[src/sv/png_scanline_unfilter_macros.svh]
// assertion macros shared by the scanline unfilter rtl
`ifndef PNG_SCANLINE_UNFILTER_MACROS_SVH
`define PNG_SCANLINE_UNFILTER_MACROS_SVH

// same-cycle implication, checked on every rising edge out of reset
`define PSU_ASSERT_IMPL(label, ante, cons, msg) \
  label: assert property (@(posedge clk_i) disable iff (!rst_ni) (ante) |-> (cons)) \
    else $error(msg);

// next-cycle implication
`define PSU_ASSERT_NEXT(label, ante, cons, msg) \
  label: assert property (@(posedge clk_i) disable iff (!rst_ni) (ante) |=> (cons)) \
    else $error(msg);

`endif

[src/sv/psu_ram.sv]
// generic single-write, single-read synchronous ram with registered read
module psu_ram #(
  parameter int WIDTH = 8,
  parameter int DEPTH = 256
) (
  input  logic                     clk_i,
  input  logic                     we_i,
  input  logic [$clog2(DEPTH)-1:0] waddr_i,
  input  logic [WIDTH-1:0]         wdata_i,
  input  logic                     re_i,
  input  logic [$clog2(DEPTH)-1:0] raddr_i,
  output logic [WIDTH-1:0]         rdata_o
);

  logic [WIDTH-1:0] mem_q [DEPTH];
  logic [WIDTH-1:0] rdata_q;

  always_ff @(posedge clk_i) begin
    if (we_i) begin
      mem_q[waddr_i] <= wdata_i;
    end
    if (re_i) begin
      rdata_q <= mem_q[raddr_i];
    end
  end

  assign rdata_o = rdata_q;

endmodule

[config.mk]
export PLATFORM = sky130hd
export DESIGN_NAME = psu_ram
export DESIGN_NICKNAME = d
export VERILOG_FILES = /design/src/sv/png_scanline_unfilter_macros.svh /design/src/sv/psu_ram.sv
export SDC_FILE = /design/constraint.sdc
export NUM_CORES = 2
export LEC_CHECK = 0
export BUFFER_PORTS_ARGS = -buffer_cell sky130_fd_sc_hd__buf_2
export CORE_MARGIN = 2
export CORE_UTILIZATION = 30
export CTS_BUF_LIST = sky130_fd_sc_hd__clkbuf_2
export DETAILED_ROUTE_END_ITERATION = 8
export PLACE_DENSITY = 0.42
export SYNTH_ARGS = -nofsm -noshare
export SYNTH_HDL_FRONTEND = slang
export SYNTH_SLANG_ARGS = --single-unit
export TNS_END_PERCENT = 50
[constraint.sdc]
create_clock -name clk_i -period 5.1 [get_ports clk_i]
set_input_delay 1.02 -clock clk_i [delete_from_list [all_inputs] [get_ports clk_i]]
set_output_delay 1.02 -clock clk_i [all_outputs]
set_load 0.005 [all_outputs]
==> summary.md <==
| Metric | Value |
|---|---|
| Status | finished, final reports clean |
| Crit end category | primary output |
| Final #Nets | 4399 |
| Critical path cell sequence | buf_2 |
| Top cells by area, synth | edfxtp_1, mux4_2, mux2i_1 |
| Post-Place Cells | around 7300 |
| Reg2reg setup slack | 2.01 ns |
| Full die area | between 0.2 and 0.3 sq mm |
| Initial antenna violation count | 21 |
| Commonest non-fill, non-tap cells in the layout | edfxtp_1, clkbuf_2, mux4_2 |
| Clock power share | 0.371 |
| Clock Latency Late Sink | roughly 1.7 ns |
| Normalized max-slew margin | 0.164 |
| Post-route ant nets | 0 |
| Power Total | roughly 0.033 W |
| Io pins | 35 |
| Port-buffer cells | 34 |
| Worst Path Required | roughly 4.1 ns |
| Number of max-cap violations | 0 |
| WP buf/inv | 1 |
| GRT Total Usage | 0.171 |
| Avg Cell Area, Syn | 21.3 sq um |
| Fin. Hold Viols | 0 |
| VDD IR max | about 0.15 mV |
| Dpl cell area | 0.0853 sq mm |
| Share of cells above drive strength 1 | 0.340 |
| Mapped Area | 0.0796 sq mm |
| Final Non-Filler Cells | between 8000 and 9000 |
| Via count | roughly 41000 |
| Die X-Extent | 519 um |
| Post-synth EDFFs | between 2000 and 2500 |
| Synth Register Bits | ~2000 |
| Area grow syn2layout | 13.7% |
| GPL Wtd Cong | 0.789 |
| First-pass GRT wire length | roughly 330 mm |
| Switch share | 0.253 |
| Vias in the first global route | approximately 43000 |
| Setup CP Type | register to primary output |
| Fillers | about 25000 |
| Clk slew on worst S/H paths | about 0.10 ns |
| Logic pwr share | 0.056 |
| Largest net degree at the start of global routing | ~130 |
| Grt ovf | 0 |
| Initial Util | 0.301 |
| Number of detailed-route iterations in the first pass | 5 |
| Clock Path Buffers | 4 |
| Hold crit path type | primary input to register |
| Area fraction of the dominant cell type after synthesis | 0.775 |
| Fin area | 0.0906 sq mm |
| Remaining DRCs | 0 |
| Hpwl dp | 144 mm |
| Sw Pwr | approximately 0.0082 W |
| Ys Warns | 0 |
| CTS tree | built |
| Num rows | 189 |
| H-tree levels | 6 |
| F_max | 0.282 GHz |
| Pwr Density | between 300 and 400 mW/mm^2 |
| Final TNS setup | 0 ns |
| Async SR Flop Fraction | 0 |
| Distinct cells, synth | 54 |
| Cell family with most CP delay | flip-flops |
| Num CTS Buffers | between 500 and 600 |
| Final Max Slew Viols | 0 |
| Clock sinks | approximately 2100 |
| Chip Height | 519 um |
| Register Area | 0.0617 sq mm |
| Crit path max fanout | 1 |
| Commonest non-fill, non-tap cell in the layout | edfxtp_1 |
| Crit share post-route | 0.696 |
| Core area | 0.265 sq mm |
| Synth Instances | approximately 3700 |
| Period minus WS final | 3.55 ns |
| RSZ-0062 raised after global routing | no |
| Area leader, netlist | edfxtp_1 |
| P_leak | around 29 nW |
| CP max stage cell | edfxtp_1 |
| Setup skew after layout | between 0.15 and 0.2 ns |
| Total wire length | 234 mm |
| Util after Layout | 0.342 |
| Via density | around 4.9 |
| Clk root buf | clkbuf_2 |
| Sequential share of power | 0.573 |
| Final setup vio count | 0 |
| Crit-path max cell delay | 0.61 ns |
| Mapped Nets | between 3000 and 4000 |
| Setup bufs post-CTS | 0 |
| Primary FF master, synth | edfxtp_1 |
| P_int | about 0.024 W |
| Sequential area share after synthesis | 0.775 |
| Crit path launch type | register |
| Post_cts resized | 0 |
| Initial DRC count | 3520 |
| WP data arrival | around 2.5 ns |
| Area of the multi-input gates | between 0.015 and 0.02 sq mm |
| Worst Tran Pin Value | 1.25 ns |
| Routed length per instance | around 28 um |
| Hold buffer count at cts | 17 |
==> path summary, 6_finish.rpt <==
kind | endpoint | depth (start not counted) | start
worst min register to register | rdata_o[5] | 6 | mem_q[32][5]
worst min-delay path | mem_q[239][1] | 4 | waddr_i[7]
worst max register to register | rdata_o[4] | 6 | mem_q[168][4]
worst max-delay path | rdata_o[5] | 1 | rdata_o[5]
==> power groups by stage <==
stage                     sequential, W  clock, W  combinational, W
after floorplan                  0.0190         0          0.000905
after global placement           0.0190         0           0.00185
after detailed placement         0.0190         0           0.00185
after CTS                        0.0186    0.0126           0.00187
after global routing             0.0186    0.0134           0.00194
final                            0.0186    0.0121           0.00183
==> synthesized netlist by cell type, types with 3 or more instances <==
library cell	count
buf_4	27
edfxtp_1	2056
a22o_1	8
or2_2	4
buf_1	22
a211oi_1	16
buf_12	8
nor2_1	282
o22ai_1	28
o221ai_1	46
nor3_1	22
buf_2	31
buf_6	21
a21oi_1	96
mux4_2	454
nor4_1	24
o211ai_1	10
o21ai_0	10
o32ai_1	4
mux2i_1	134
nand2_1	33
clkbuf_1	111
nand3_1	34
nand4_1	10
nor2b_1	31
nand2b_1	8
buf_8	13
and2_1	6
nor4_2	3
a22oi_1	133
a221oi_1	13
o22a_1	5
==> layer usage <==
layer  part of all wire  global-route usage
met1               0.44               0.235
met3              0.054              0.0348
met2               0.48               0.275
met5            0.00012                   0
met4              0.021              0.0479
==> registers in the layout, summed over array words and instances (netlist names) <==
| signal | cells |
|---|---|
| mem_q | 2048 |
| rdata_o | 8 |
==> logic make-up (layout without fill, tap and decap cells) <==
family,count (synthesis),after routing,share of synthesized area
simple gates,466,466,0.0263
other cells,0,9,0
mux,591,591,0.146
buf+inv,235,1248,0.0183
flops,2056,2056,0.775
compound gates,385,385,0.0342
==> per-stage QoR <==
step | worst slack [ns] | hold WS, ns
after floorplan | 2.00 | 0.864
after global placement | 0.328 | 1.10
after detailed placement | 0.376 | 1.08
after CTS | 1.21 | 0.00767
after global routing | 1.32 | 0.121
final | 1.55 | 0.305
==> area by class of cell <==
cell class              count  share of cell area
flip-flops and latches   2056               0.682
diodes                      9            0.000249
inverters                   2           0.0000829
well taps                3533              0.0488
multi-input cells        1442               0.183
clock inverters           156              0.0130
clock buffers             783              0.0433
repair buffers            307              0.0304
(Power assumes the default switching activity.)
